## src/rtl/lshs_pkg.sv

```systemverilog
// Shared types and constants for the limit switch homing sequencer.
// Used by lshs_step and limit_switch_homing_sequencer_core.
`timescale 1ns / 1ps

package lshs_pkg;

  localparam int POS_WIDTH   = 24;
  localparam int COUNT_WIDTH = 16;
  localparam int SPEED_WIDTH = 8;
  localparam int TICKS_WIDTH = 16;
  localparam int CFG_DATA_WIDTH = 16;
  localparam int CFG_ADDR_WIDTH = 2;

  localparam logic [CFG_ADDR_WIDTH-1:0] CFG_SEEK_SPEED    = 2'd0;
  localparam logic [CFG_ADDR_WIDTH-1:0] CFG_SLOW_SPEED    = 2'd1;
  localparam logic [CFG_ADDR_WIDTH-1:0] CFG_BACKOFF_TICKS = 2'd2;
  localparam logic [CFG_ADDR_WIDTH-1:0] CFG_BACKOFF_SPEED = 2'd3;

  typedef enum logic [2:0] {
    G_NONE  = 3'd0,
    G_LEFT  = 3'd1,
    G_RIGHT = 3'd2,
    G_UP    = 3'd3,
    G_DOWN  = 3'd4
  } guard_t;

  typedef enum logic [4:0] {
    PH_IDLE        = 5'd0,
    PH_SEEK_L_FAST = 5'd1,
    PH_BACK_R      = 5'd2,
    PH_SEEK_D_FAST = 5'd3,
    PH_BACK_U      = 5'd4,
    PH_SEEK_D_SLOW = 5'd5,
    PH_SEEK_L_SLOW = 5'd6,
    PH_BACK_R2     = 5'd7,
    PH_BACK_U2     = 5'd8,
    PH_ORIGIN      = 5'd9,
    PH_BACK_U3     = 5'd10,
    PH_SEEK_R_FAST = 5'd11,
    PH_BACK_L      = 5'd12,
    PH_SEEK_R_SLOW = 5'd13,
    PH_BACK_L2     = 5'd14,
    PH_SEEK_U_FAST = 5'd15,
    PH_BACK_D      = 5'd16,
    PH_SEEK_U_SLOW = 5'd17,
    PH_BACK_D2     = 5'd18,
    PH_FINISH      = 5'd19,
    PH_DONE        = 5'd20
  } phase_t;

  typedef struct packed {
    logic                   dir;
    logic [SPEED_WIDTH-1:0] drive;
  } motor_cmd_t;

  typedef struct packed {
    logic [SPEED_WIDTH-1:0] seek_speed;
    logic [SPEED_WIDTH-1:0] slow_speed;
    logic [TICKS_WIDTH-1:0] backoff_ticks;
    logic [SPEED_WIDTH-1:0] backoff_speed;
  } lshs_cfg_t;

  typedef struct packed {
    phase_t                      phase;
    logic [COUNT_WIDTH-1:0]      count;
    logic                        timer_idle;
    motor_cmd_t                  cmd_a;
    motor_cmd_t                  cmd_b;
    guard_t                      guard_one;
    guard_t                      guard_two;
    logic signed [POS_WIDTH-1:0] bound_right;
    logic signed [POS_WIDTH-1:0] bound_top;
  } lshs_state_t;

endpackage

```

## src/rtl/lshs_step.sv

```systemverilog
// Next-state logic for one sequencer step of the homing sequencer.
// Depends on lshs_pkg for the state, config and code types.
`timescale 1ns / 1ps

module lshs_step (
  input  lshs_pkg::lshs_state_t          cur,
  input  lshs_pkg::lshs_cfg_t            cfg,
  input  logic                           op,
  input  logic                           tick,
  input  logic                           sw_left,
  input  logic                           sw_right,
  input  logic                           sw_top,
  input  logic                           sw_bottom,
  input  logic signed [lshs_pkg::POS_WIDTH-1:0] enc_a,
  input  logic signed [lshs_pkg::POS_WIDTH-1:0] enc_b,
  output lshs_pkg::lshs_state_t          nxt,
  output logic                           zero_enc
);
  import lshs_pkg::*;

  function automatic lshs_state_t drive_toward(input lshs_state_t s, input guard_t tgt,
                                               input logic [SPEED_WIDTH-1:0] speed);
    lshs_state_t r;
    r = s;
    r.cmd_a.dir   = (tgt == G_RIGHT) || (tgt == G_UP);
    r.cmd_b.dir   = (tgt == G_LEFT) || (tgt == G_UP);
    r.cmd_a.drive = speed;
    r.cmd_b.drive = speed;
    return r;
  endfunction

  function automatic lshs_state_t retreat(input lshs_state_t s, input guard_t tgt,
                                          input lshs_cfg_t c, output logic done);
    lshs_state_t r;
    r = s;
    if (r.timer_idle) begin
      r.timer_idle = 1'b0;
      r.count      = '0;
    end
    if (r.count >= c.backoff_ticks) begin
      r.timer_idle  = 1'b1;
      r.cmd_a.drive = '0;
      r.cmd_b.drive = '0;
      done = 1'b1;
    end else begin
      r    = drive_toward(r, tgt, c.backoff_speed);
      done = 1'b0;
    end
    return r;
  endfunction

  function automatic lshs_state_t seek(input lshs_state_t s, input logic pressed,
                                       input guard_t g1, input guard_t g2, input guard_t tgt,
                                       input logic [SPEED_WIDTH-1:0] speed,
                                       output logic done);
    lshs_state_t r;
    r = s;
    r.guard_one = g1;
    r.guard_two = g2;
    done = pressed;
    if (!pressed) r = drive_toward(r, tgt, speed);
    return r;
  endfunction

  logic signed [POS_WIDTH:0] sum_ab;
  logic signed [POS_WIDTH:0] diff_ab;

  assign sum_ab  = {enc_a[POS_WIDTH-1], enc_a} + {enc_b[POS_WIDTH-1], enc_b};
  assign diff_ab = {enc_a[POS_WIDTH-1], enc_a} - {enc_b[POS_WIDTH-1], enc_b};

  always_comb begin
    lshs_state_t s;
    logic        done;
    s        = cur;
    done     = 1'b0;
    zero_enc = 1'b0;
    if (tick && (cur.count != {COUNT_WIDTH{1'b1}})) s.count = cur.count + 1'b1;

    if (op) begin
      // each pressed switch in turn; the last one wins
      if (sw_left) begin
        s.guard_one = G_LEFT;
        s = retreat(s, G_RIGHT, cfg, done);
      end
      if (sw_right) begin
        s.guard_one = G_RIGHT;
        s = retreat(s, G_LEFT, cfg, done);
      end
      if (sw_top) begin
        s.guard_one = G_UP;
        s = retreat(s, G_DOWN, cfg, done);
      end
      if (sw_bottom) begin
        s.guard_one = G_DOWN;
        s = retreat(s, G_UP, cfg, done);
      end
      s.phase = PH_SEEK_L_FAST;
    end else begin
      unique case (cur.phase)
        PH_SEEK_L_FAST: begin
          s = seek(s, sw_left, G_LEFT, G_NONE, G_LEFT, cfg.seek_speed, done);
          if (done) s.phase = PH_BACK_R;
        end
        PH_BACK_R: begin
          s = retreat(s, G_RIGHT, cfg, done);
          if (done) s.phase = PH_SEEK_D_FAST;
        end
        PH_SEEK_D_FAST: begin
          s = seek(s, sw_bottom, G_DOWN, G_NONE, G_DOWN, cfg.seek_speed, done);
          if (done) s.phase = PH_BACK_U;
        end
        PH_BACK_U: begin
          s = retreat(s, G_UP, cfg, done);
          if (done) s.phase = PH_SEEK_D_SLOW;
        end
        PH_SEEK_D_SLOW: begin
          s = seek(s, sw_bottom, G_DOWN, G_NONE, G_DOWN, cfg.slow_speed, done);
          if (done) s.phase = PH_SEEK_L_SLOW;
        end
        PH_SEEK_L_SLOW: begin
          s = seek(s, sw_left, G_LEFT, G_DOWN, G_LEFT, cfg.slow_speed, done);
          if (done) s.phase = PH_BACK_R2;
        end
        PH_BACK_R2: begin
          s = retreat(s, G_RIGHT, cfg, done);
          if (done) s.phase = PH_BACK_U2;
        end
        PH_BACK_U2: begin
          s = retreat(s, G_UP, cfg, done);
          if (done) s.phase = PH_ORIGIN;
        end
        PH_ORIGIN: begin
          zero_enc = 1'b1;
          s.phase  = PH_BACK_U3;
        end
        PH_BACK_U3: begin
          s = retreat(s, G_UP, cfg, done);
          if (done) s.phase = PH_SEEK_R_FAST;
        end
        PH_SEEK_R_FAST: begin
          s = seek(s, sw_right, G_RIGHT, G_NONE, G_RIGHT, cfg.seek_speed, done);
          if (done) s.phase = PH_BACK_L;
        end
        PH_BACK_L: begin
          s = retreat(s, G_LEFT, cfg, done);
          if (done) s.phase = PH_SEEK_R_SLOW;
        end
        PH_SEEK_R_SLOW: begin
          s = seek(s, sw_right, G_RIGHT, G_NONE, G_RIGHT, cfg.slow_speed, done);
          if (done) begin
            s.bound_right = sum_ab[POS_WIDTH:1];
            s.phase       = PH_BACK_L2;
          end
        end
        PH_BACK_L2: begin
          s = retreat(s, G_LEFT, cfg, done);
          if (done) s.phase = PH_SEEK_U_FAST;
        end
        PH_SEEK_U_FAST: begin
          s = seek(s, sw_top, G_UP, G_NONE, G_UP, cfg.seek_speed, done);
          if (done) s.phase = PH_BACK_D;
        end
        PH_BACK_D: begin
          s = retreat(s, G_DOWN, cfg, done);
          if (done) s.phase = PH_SEEK_U_SLOW;
        end
        PH_SEEK_U_SLOW: begin
          s = seek(s, sw_top, G_UP, G_NONE, G_UP, cfg.slow_speed, done);
          if (done) begin
            s.bound_top = diff_ab[POS_WIDTH:1];
            s.phase     = PH_BACK_D2;
          end
        end
        PH_BACK_D2: begin
          s = retreat(s, G_DOWN, cfg, done);
          if (done) begin
            s.phase     = PH_FINISH;
            s.guard_one = G_NONE;
            s.guard_two = G_NONE;
          end
        end
        PH_FINISH: s.phase = PH_DONE;
        default: ;
      endcase
    end
    nxt = s;
  end

endmodule

```

## src/rtl/limit_switch_homing_sequencer_core.sv

```systemverilog
// The result word is registered and valid in the cycle after its input word is accepted.
// Throughput: one word per cycle while out_ready is high; the result register frees as it is taken.
// Reset (rst_n low, synchronous): phase idle, timer free, motors stopped,
// guards none, bounds zero, config back to seek 200, slow 160, ticks 100,
// backoff 200. Depends on lshs_pkg and lshs_step.
`timescale 1ns / 1ps

module limit_switch_homing_sequencer_core (
  input  logic                                  clk,
  input  logic                                  rst_n,
  input  logic                                  cfg_we,
  input  logic [lshs_pkg::CFG_ADDR_WIDTH-1:0]   cfg_addr,
  input  logic [lshs_pkg::CFG_DATA_WIDTH-1:0]   cfg_wdata,
  input  logic                                  in_valid,
  output logic                                  in_ready,
  input  logic                                  in_op,
  input  logic                                  in_tick,
  input  logic                                  in_sw_left,
  input  logic                                  in_sw_right,
  input  logic                                  in_sw_top,
  input  logic                                  in_sw_bottom,
  input  logic signed [lshs_pkg::POS_WIDTH-1:0] in_enc_a,
  input  logic signed [lshs_pkg::POS_WIDTH-1:0] in_enc_b,
  output logic                                  out_valid,
  input  logic                                  out_ready,
  output logic [lshs_pkg::SPEED_WIDTH-1:0]      out_drive_a,
  output logic                                  out_dir_a,
  output logic [lshs_pkg::SPEED_WIDTH-1:0]      out_drive_b,
  output logic                                  out_dir_b,
  output logic                                  out_zero_encoders,
  output logic [4:0]                            out_phase,
  output logic [2:0]                            out_guard_one,
  output logic [2:0]                            out_guard_two,
  output logic signed [lshs_pkg::POS_WIDTH-1:0] out_right_limit,
  output logic signed [lshs_pkg::POS_WIDTH-1:0] out_top_limit,
  output logic                                  out_finished
);
  import lshs_pkg::*;

  lshs_cfg_t   cfg_r;
  lshs_state_t state_r;
  lshs_state_t state_nxt;
  logic        zero_r;
  logic        zero_nxt;
  logic        out_valid_r;
  logic        in_fire;

  assign in_ready = !out_valid_r || out_ready;
  assign in_fire  = in_valid && in_ready;

  lshs_step u_step (
    .cur       (state_r),
    .cfg       (cfg_r),
    .op        (in_op),
    .tick      (in_tick),
    .sw_left   (in_sw_left),
    .sw_right  (in_sw_right),
    .sw_top    (in_sw_top),
    .sw_bottom (in_sw_bottom),
    .enc_a     (in_enc_a),
    .enc_b     (in_enc_b),
    .nxt       (state_nxt),
    .zero_enc  (zero_nxt)
  );

  always_ff @(posedge clk) begin
    if (!rst_n) begin
      cfg_r.seek_speed    <= SPEED_WIDTH'(200);
      cfg_r.slow_speed    <= SPEED_WIDTH'(160);
      cfg_r.backoff_ticks <= TICKS_WIDTH'(100);
      cfg_r.backoff_speed <= SPEED_WIDTH'(200);
    end else if (cfg_we) begin
      unique case (cfg_addr)
        CFG_SEEK_SPEED:    cfg_r.seek_speed    <= cfg_wdata[SPEED_WIDTH-1:0];
        CFG_SLOW_SPEED:    cfg_r.slow_speed    <= cfg_wdata[SPEED_WIDTH-1:0];
        CFG_BACKOFF_TICKS: cfg_r.backoff_ticks <= cfg_wdata[TICKS_WIDTH-1:0];
        CFG_BACKOFF_SPEED: cfg_r.backoff_speed <= cfg_wdata[SPEED_WIDTH-1:0];
        default: ;
      endcase
    end
  end

  // state doubles as the result register: it only moves on an accepted word
  always_ff @(posedge clk) begin
    if (!rst_n) begin
      state_r.phase       <= PH_IDLE;
      state_r.count       <= '0;
      state_r.timer_idle  <= 1'b1;
      state_r.cmd_a       <= '0;
      state_r.cmd_b       <= '0;
      state_r.guard_one   <= G_NONE;
      state_r.guard_two   <= G_NONE;
      state_r.bound_right <= '0;
      state_r.bound_top   <= '0;
      zero_r              <= 1'b0;
      out_valid_r         <= 1'b0;
    end else begin
      if (in_fire) begin
        state_r <= state_nxt;
        zero_r  <= zero_nxt;
      end
      if (in_fire)        out_valid_r <= 1'b1;
      else if (out_ready) out_valid_r <= 1'b0;
    end
  end

  assign out_valid         = out_valid_r;
  assign out_drive_a       = state_r.cmd_a.drive;
  assign out_dir_a         = state_r.cmd_a.dir;
  assign out_drive_b       = state_r.cmd_b.drive;
  assign out_dir_b         = state_r.cmd_b.dir;
  assign out_zero_encoders = zero_r;
  assign out_phase         = state_r.phase;
  assign out_guard_one     = state_r.guard_one;
  assign out_guard_two     = state_r.guard_two;
  assign out_right_limit   = state_r.bound_right;
  assign out_top_limit     = state_r.bound_top;
  assign out_finished      = (state_r.phase == PH_DONE);

endmodule
```

## config.mk

```make
export PLATFORM = sky130hd
export DESIGN_NAME = limit_switch_homing_sequencer_core
export DESIGN_NICKNAME = d
export VERILOG_FILES = /design/src/rtl/lshs_pkg.sv /design/src/rtl/lshs_step.sv /design/src/rtl/limit_switch_homing_sequencer_core.sv
export SDC_FILE = /design/constraint.sdc
export NUM_CORES = 1
export LEC_CHECK = 0
export BUFFER_PORTS_ARGS = -buffer_cell sky130_fd_sc_hd__buf_2
export CORE_UTILIZATION = 44
export CTS_BUF_LIST = sky130_fd_sc_hd__clkbuf_4 sky130_fd_sc_hd__clkbuf_8
export DETAILED_ROUTE_END_ITERATION = 8
export HOLD_SLACK_MARGIN = 0.12
export SLEW_MARGIN = 20
export SYNTH_ARGS = -nofsm -noshare
export SYNTH_HDL_FRONTEND = slang
export SYNTH_SLANG_ARGS = --single-unit
```

## constraint.sdc

```tcl
create_clock -name clk -period 19.1 [get_ports clk]
set_clock_uncertainty 0.2 [all_clocks]
set_input_delay 2.865 -clock clk [delete_from_list [all_inputs] [get_ports clk]]
set_output_delay 2.865 -clock clk [all_outputs]
set_load 0.02 [all_outputs]
```

== Word level (Yosys, flattened, before mapping) ==
Cells that the tools add are included.
Widths: inputs -> output; s select.

* Register bits after elaboration: 136
* Input bits: 77
* Output and inout port bits: 81
* Word-level logic and storage cells: 282

* Add/sub/neg operators: 3
* Order comparisons: 13
* Equality and inequality tests: 76
* Mux-type cells: 147
* Reductions and logical operators: 26

{| class="wikitable"
|+ Operators by type and width
! operator !! number
|-
| $pmux 89 s17 || 1
|-
| $mux 94 || 9
|-
| $mux 89 || 7
|-
| $mux 17 || 30
|-
| $ge 16x16->1 || 13
|-
| $mux 8 || 13
|-
| $ne 3x3->1 const B || 34
|-
| $pmux 5 s19 || 1
|-
| $mux 5 || 17
|-
| $reduce_and 19->1 || 4
|-
| $mux 1 || 65
|-
| $mux 24 || 2
|-
| $eq 5x4->1 const B || 8
|-
| $ne 2x2->1 const B || 17
|-
| $add 24x24->25 || 1
|-
| $eq 5x5->1 const B || 5
|-
| $sub 24x24->25 || 1
|-
| $reduce_and 11->1 || 2
|-
| $eq 5x3->1 const B || 4
|-
| $reduce_bool 10->1 || 2
|-
| $reduce_bool 20->1 || 1
|-
| $reduce_bool 18->1 || 1
|-
| $add 16x1->16 const B || 1
|-
| $mux 16 || 1
|-
| 15 further kinds || 25
|}

== Depth between registers and ports, before layout ==
* Word-level depth: 31
* Depth in mapped cells: 47
* Gate-level depth less buffers: 43

== Cells and area by module ==
A second synthesis with hierarchy kept.

* Cells, all modules: 1830
* Area total of the unflattened synthesis: 13217.7 um^2

{| class="wikitable"
|+ By module, submodules not included
! module !! times used !! cells an instance !! area each (um^2) !! sequential area each (um^2)
|-
| lshs_step || 1 || 1183 || 7465.9 || 0.0
|-
| limit_switch_homing_sequencer_core || 1 || 647 || 5751.8 || 2722.6
|}

== Worst setup path after synthesis ==
OpenSTA, ideal clock, no wires.

* Kind: input to register
* Start point: input in_tick
* End point: register state_r, in the netlist out_drive_a[0]
* Setup time: 70 ps
* Arrival: 10570 ps
* Data required time: 18830 ps
* Path slack: 8260 ps
* Cell stages on the path: 44
* Path buffers: 5
* Path through: o21a_1 -> nand4_1 -> or3_1 -> buf_2 -> nor2_1 -> xnor2_1 -> nor2_1 -> ha_1 -> a21oi_1 -> o21ai_0 -> a2111oi_4 -> nor2_2 -> clkbuf_1 -> nor2_1 -> ha_1 -> nand2_1 -> nor3_1 -> a21oi_1 -> [... 8 more ...] -> a21oi_1 -> nor2_1 -> o22ai_1 -> nor3_1 -> or2_1 -> clkbuf_1 -> buf_2 -> nor2_1 -> ha_1 -> a21o_1 -> a21o_1 -> a21oi_1 -> nand2_1 -> a31o_2 -> a31oi_1 -> nor3b_2 -> o22a_1 -> a21oi_1

* Word-level cells in the longest chain between the ends: 30
* Elaborated cells between the ends (all ways): 70
* Those cells by class: 13 x order compare; 56 x mux; 1 x reduce/logical

{| class="wikitable"
|+ RTL lines
! item !! line !! text
|-
| start, declared || limit_switch_homing_sequencer_core.sv:17 || <nowiki>input logic in_tick,</nowiki>
|-
| $logic_and 1x1->1 * || lshs_step.sv:77 || <nowiki>if (tick && (cur.count != {COUNT_WIDTH{1'b1}})) s.count = cur.count + 1'b1;</nowiki>
|-
| $mux 16 * || lshs_step.sv:77 ||
|-
| $mux 17 || lshs_step.sv:36 || <nowiki>if (r.timer_idle) begin</nowiki>
|-
| $mux 17 || lshs_step.sv:81 || <nowiki>if (sw_left) begin</nowiki>
|-
| $mux 17 || lshs_step.sv:79 || <nowiki>if (op) begin</nowiki>
|-
| $ge 16x16->1 || lshs_step.sv:40 || <nowiki>if (r.count >= c.backoff_ticks) begin</nowiki>
|-
| $mux 1 || lshs_step.sv:40 ||
|-
| $mux 89 || lshs_step.sv:81 ||
|-
| [... 14 more ...] || n/a ||
|-
| $mux 89 || lshs_step.sv:79 ||
|-
| $mux 17 || lshs_step.sv:36 ||
|-
| $mux 17 || lshs_step.sv:93 || <nowiki>if (sw_bottom) begin</nowiki>
|-
| $mux 17 || lshs_step.sv:79 ||
|-
| $ge 16x16->1 || lshs_step.sv:40 ||
|-
| $mux 8 || lshs_step.sv:40 ||
|-
| $mux 89 || lshs_step.sv:93 ||
|-
| $mux 94 * || lshs_step.sv:79 ||
|-
| end signal, assigned || limit_switch_homing_sequencer_core.sv:99 || <nowiki>state_r <= state_nxt;</nowiki>
|-
| end, declared || limit_switch_homing_sequencer_core.sv:41 || <nowiki>lshs_state_t state_r;</nowiki>
|}

Mark *: on every way between the ends. The rest lies on a longest branch, timed or not. The select of a mux whose other input is x is not followed.
A chain may end at the register's enable or synchronous reset.

== Worst setup path after layout ==
Same ends and word-level chain as after synthesis.

==> results_tabular.tex <==
\begin{tabular}{lr}
\hline
Metric & Value \\
\hline
\multicolumn{2}{l}{\textbf{STA}} \\
\quad Max transition margin & 31.4\% \\
\quad Setup repair after global routing missed its margin & no \\
\quad Peak clock frequency supported by timing & 0.0841 GHz \\
\quad Setup TNS Final & 0 ps \\
\quad Slew at the pin closest to its max-slew limit & 1030 ps \\
\quad Final worst path period need & 11890 ps \\
\quad Slew Limit Fails & 0 \\
\quad Final period util & 62.3\% \\
\quad Setup Viol. Count Final & 0 \\
\quad Final hold vios & 0 \\
\multicolumn{2}{l}{\textbf{Worst setup path}} \\
\quad Crit end category & register \\
\quad Slack of the worst reg-to-reg path & 8580 ps \\
\quad Slowest cell delay on critical path & 610 ps \\
\quad Required time worst endpoint & 19220 ps \\
\quad Number of cells on the worst reg-to-reg path & 42 \\
\quad Category of the worst setup path launch point & input pin \\
\quad Worst setup endpoint & out\_drive\_a[0]\$\_SDFFE\_PN0P\_ \\
\quad Crit Path Category & input pin to register \\
\quad Worst reg2reg path startpoint & state\_r[83]\$\_SDFFE\_PN0P\_ \\
\quad Crit path launch & in\_tick \\
\quad Maximum fanout encountered on the critical timing path & 16 \\
\quad Arrival time at the worst endpoint & 12020 ps \\
\quad Worst reg2reg path endpoint & out\_drive\_a[0]\$\_SDFFE\_PN0P\_ \\
\quad Crit-path slowest cell & nor2\_2 \\
\multicolumn{2}{l}{\textbf{Synthesis}} \\
\quad Most frequently used flop master after synthesis & dfxtp\_1 \\
\quad Ys Warns & 0 \\
\quad Fraction of synthesis flops using an asynchronous set or reset pin & 0\% \\
\quad Flip-flop and latch count after synthesis & 126 \\
\quad Synth Cell Area & 0.0105 sq mm \\
\quad Count of flip-flops with a built-in enable after synthesis & 0 \\
\quad Sequential share of the synthesized area & 23.9\% \\
\quad Count of distinct cell types in the synthesized netlist & 87 \\
\quad Syn Inst Count & 1393 \\
\quad Synthesized area divided by synthesized cell count & 7.57 sq um \\
\multicolumn{2}{l}{\textbf{Floorplanning}} \\
\quad Placeable core area & 0.0235 sq mm \\
\quad Horizontal extent of the die & 157 um \\
\quad Site row count & 56 \\
\quad Starting density of the core & 44.9\% \\
\quad Die outline area & 0.0246 sq mm \\
\quad Boundary pin count & 158 \\
\quad Vert. Die Dim & 157 um \\
\multicolumn{2}{l}{\textbf{Placed design}} \\
\quad Port Buffer Count & 155 \\
\quad Final HPWL DP & 22.2 mm \\
\quad Placer Congestion & 0.908 \\
\multicolumn{2}{l}{\textbf{Drt}} \\
\quad Routed Wire Length & 29.4 mm \\
\quad Total iterations of the first detailed-routing run & 5 \\
\quad Average vias per placed instance & 5.46 \\
\quad DRT antenna net count & 0 \\
\quad Vias after detailed routing & 9621 \\
\quad Wire per inst & 16.7 um \\
\quad Violation count after the first detailed-routing iteration & 666 \\
\quad DRC violation count after routing & 0 \\
\multicolumn{2}{l}{\textbf{CTS}} \\
\quad Clock transition at the registers of the reported paths & 90 ps \\
\quad Number of instances resized during post-cts repair & 0 \\
\quad Number of buffers inserted to repair setup after CTS & 0 \\
\quad Root Driver & clkbuf\_8 \\
\quad Maximum root-to-sink buffer count & 2 \\
\quad Number of sinks driven by the clock tree & 126 \\
\quad Clock tree from TritonCTS & done \\
\quad Clock network latency to the later pin of the worst-skew pair & 450 ps \\
\quad Max H-tree Level & 4 \\
\quad Hold buffers post-CTS & 0 \\
\quad Number of buffers added by the clock tree synthesis step & 17 \\
\multicolumn{2}{l}{\textbf{Global route}} \\
\quad Via count of the first global-routing pass & 8994 \\
\quad Total routing usage reported by global routing & 24.4\% \\
\quad Overflow left after global routing & 0 \\
\quad Antenna violations before repair & 0 \\
\quad First-pass GRT wire length & 47.2 mm \\
\quad Pin count of the biggest net entering global routing & 67 \\
\multicolumn{2}{l}{\textbf{Pwr}} \\
\quad P\_leak & 0.00485 uW \\
\quad VDD IR-drop max & 0.0429 mV \\
\quad Ratio of total power to cell area & 59.1 mW/mm\^{}2 \\
\multicolumn{2}{l}{\textbf{Cells and area}} \\
\quad Area grow syn2layout & 7.87\% \\
\quad Nets & 1622 \\
\quad Inserted Diodes & 0 \\
\quad Fraction of layout cells with a size suffix above 1 & 16.6\% \\
\quad Core occupancy in the finished layout & 48.5\% \\
\multicolumn{2}{l}{\textbf{Hold path}} \\
\quad HP Class & register to register \\
\multicolumn{2}{l}{\textbf{Status}} \\
\quad Run status & complete, no violations \\
\multicolumn{2}{l}{\textbf{Run}} \\
\quad Count of max-cap constraint violations & 0 \\
\hline
\end{tabular}
per-stage QoR:
stage	instance area [sq um]	hold WS (ps)	worst slack, ps	cells	power, uW
after floorplan	10500	232	8260	1394	397
after global placement	11000	235	6670	1732	439
after detailed placement	11000	243	6410	1732	439
after CTS	11400	255	6830	1762	679
after global routing	11400	271	6430	1762	708
final	11400	254	7210	1762	673
cells in the final DEF, fill, tap and decap left out, types with 5 or more instances in the layout:
master     count
or3_1         10
ha_1         111
o22a_1         9
buf_4         12
o31ai_1       10
xnor2_1       46
a31oi_1       15
a21o_1        17
inv_1         72
o21bai_1       9
nand2_1      158
mux2i_1       26
dfxtp_1      126
nor4_1         6
nor2_1       156
and2_1         5
nand4_1       14
a31o_2         5
a22oi_1        8
o21ai_1       12
nand3_1       23
a211oi_1      18
xor2_1         9
nand2b_1      30
a21oi_1      120
and3_1         9
o211ai_1       8
nor3_1        21
o21a_1         9
clkbuf_8      18
o21ai_0       59
buf_2        155
or2_2          8
nor2b_1       14
a2111oi_0      5
o22ai_2        6
worst min-delay path by stage:
stage	from	cells after the start	end
global route	cfg_r[17]$_SDFFE_PN0P_	2	cfg_r[17]$_SDFFE_PN0P_
global placement	out_top_limit[18]$_SDFFE_PN0P_	2	out_top_limit[18]$_SDFFE_PN0P_
detailed placement	out_top_limit[9]$_SDFFE_PN0P_	2	out_top_limit[9]$_SDFFE_PN0P_
floorplan	out_top_limit[10]$_SDFFE_PN0P_	2	out_top_limit[10]$_SDFFE_PN0P_
finish	out_top_limit[9]$_SDFFE_PN0P_	2	out_top_limit[9]$_SDFFE_PN0P_
CTS	out_top_limit[9]$_SDFFE_PN0P_	2	out_top_limit[9]$_SDFFE_PN0P_
cells in the mapped netlist, types with 6 or more instances:
master      n  area (sq um)
nor3_1     23           115
nand2b_1   30           188
nand3_1    23           115
mux2i_1    26           260
nor2_1    157           589
nor4_1      7          43.8
buf_4      75           563
inv_1      72           270
nor2b_1    14          87.6
and3_1      9          56.3
o22a_1      9          78.8
o21ai_0    59           295
nand2_1   158           593
or2_2       8          50.1
a31oi_1    15          93.8
clkbuf_1   57           214
or3_1      10          62.6
xnor2_1    46           403
buf_2       9          45.0
buf_1       6          22.5
o21bai_1    9          67.6
o31ai_1    10          75.1
o211ai_1    8          60.1
a22oi_1     8          60.1
dfxtp_1   126          2520
ha_1      111          1390
a21o_1     17           128
xor2_1      9          78.8
a211oi_1   18           135
nand4_1    14          87.6
o21ai_1    12          60.1
a21oi_1   120           601
o21a_1      9          67.6
metal layers:
metal	GRT usage (%)	part of all wire [%]
met1	31.6	46
met2	40.9	47
met3	4.79	5.4
met4	6.54	1.5
met5	0	0
cell type report:
class	count	area, sq um
clock buffer	18	248
clock inverter	12	138
fill	2411	12100
inverter	74	278
multi-input combinational	1046	6920
sequential	126	2520
tap	319	399
timing repair buffer	167	866
where the power goes:
part	internal, uW	switching (uW)
combinational	60.6	100
clock	119	119
sequential	269	5.34
flip-flops by register name, indices dropped and copies added (netlist names):
name	cells
out_zero_encoders	1
out_valid	1
out_top_limit	24
out_dir_b	1
out_phase	5
out_dir_a	1
out_drive_a	8
out_right_limit	24
cfg_r	40
state_r	17
out_guard_two	1
out_guard_one	3
worst max-delay path, delay by kind of cell:
| kind | cells | cell delay [ps] |
|---|---|---|
| compound gates | 18 | 3790 |
| simple gates | 15 | 3610 |
| fa+ha+maj | 4 | 1270 |
| xor+xnor | 1 | 350 |
| buf+inv | 1 | 110 |
cell families (layout without fill, tap and decap cells):
family                   count (synthesis)  in the layout  share of synthesized area, %
buffers and inverters                  222            271                          10.8
flip-flops                             126            126                          23.9
AO/OA/AOI/OAI                          371            371                          23.8
XOR/XNOR                                55             55                          4.57
other                                    1              2                        0.0356
adder cells (fa/ha/maj)                113            113                          13.6
AND/OR/NAND/NOR                        478            478                          20.8
multiplexers                            27             27                          2.58
Note: power is estimated with default switching activity, not from simulation.
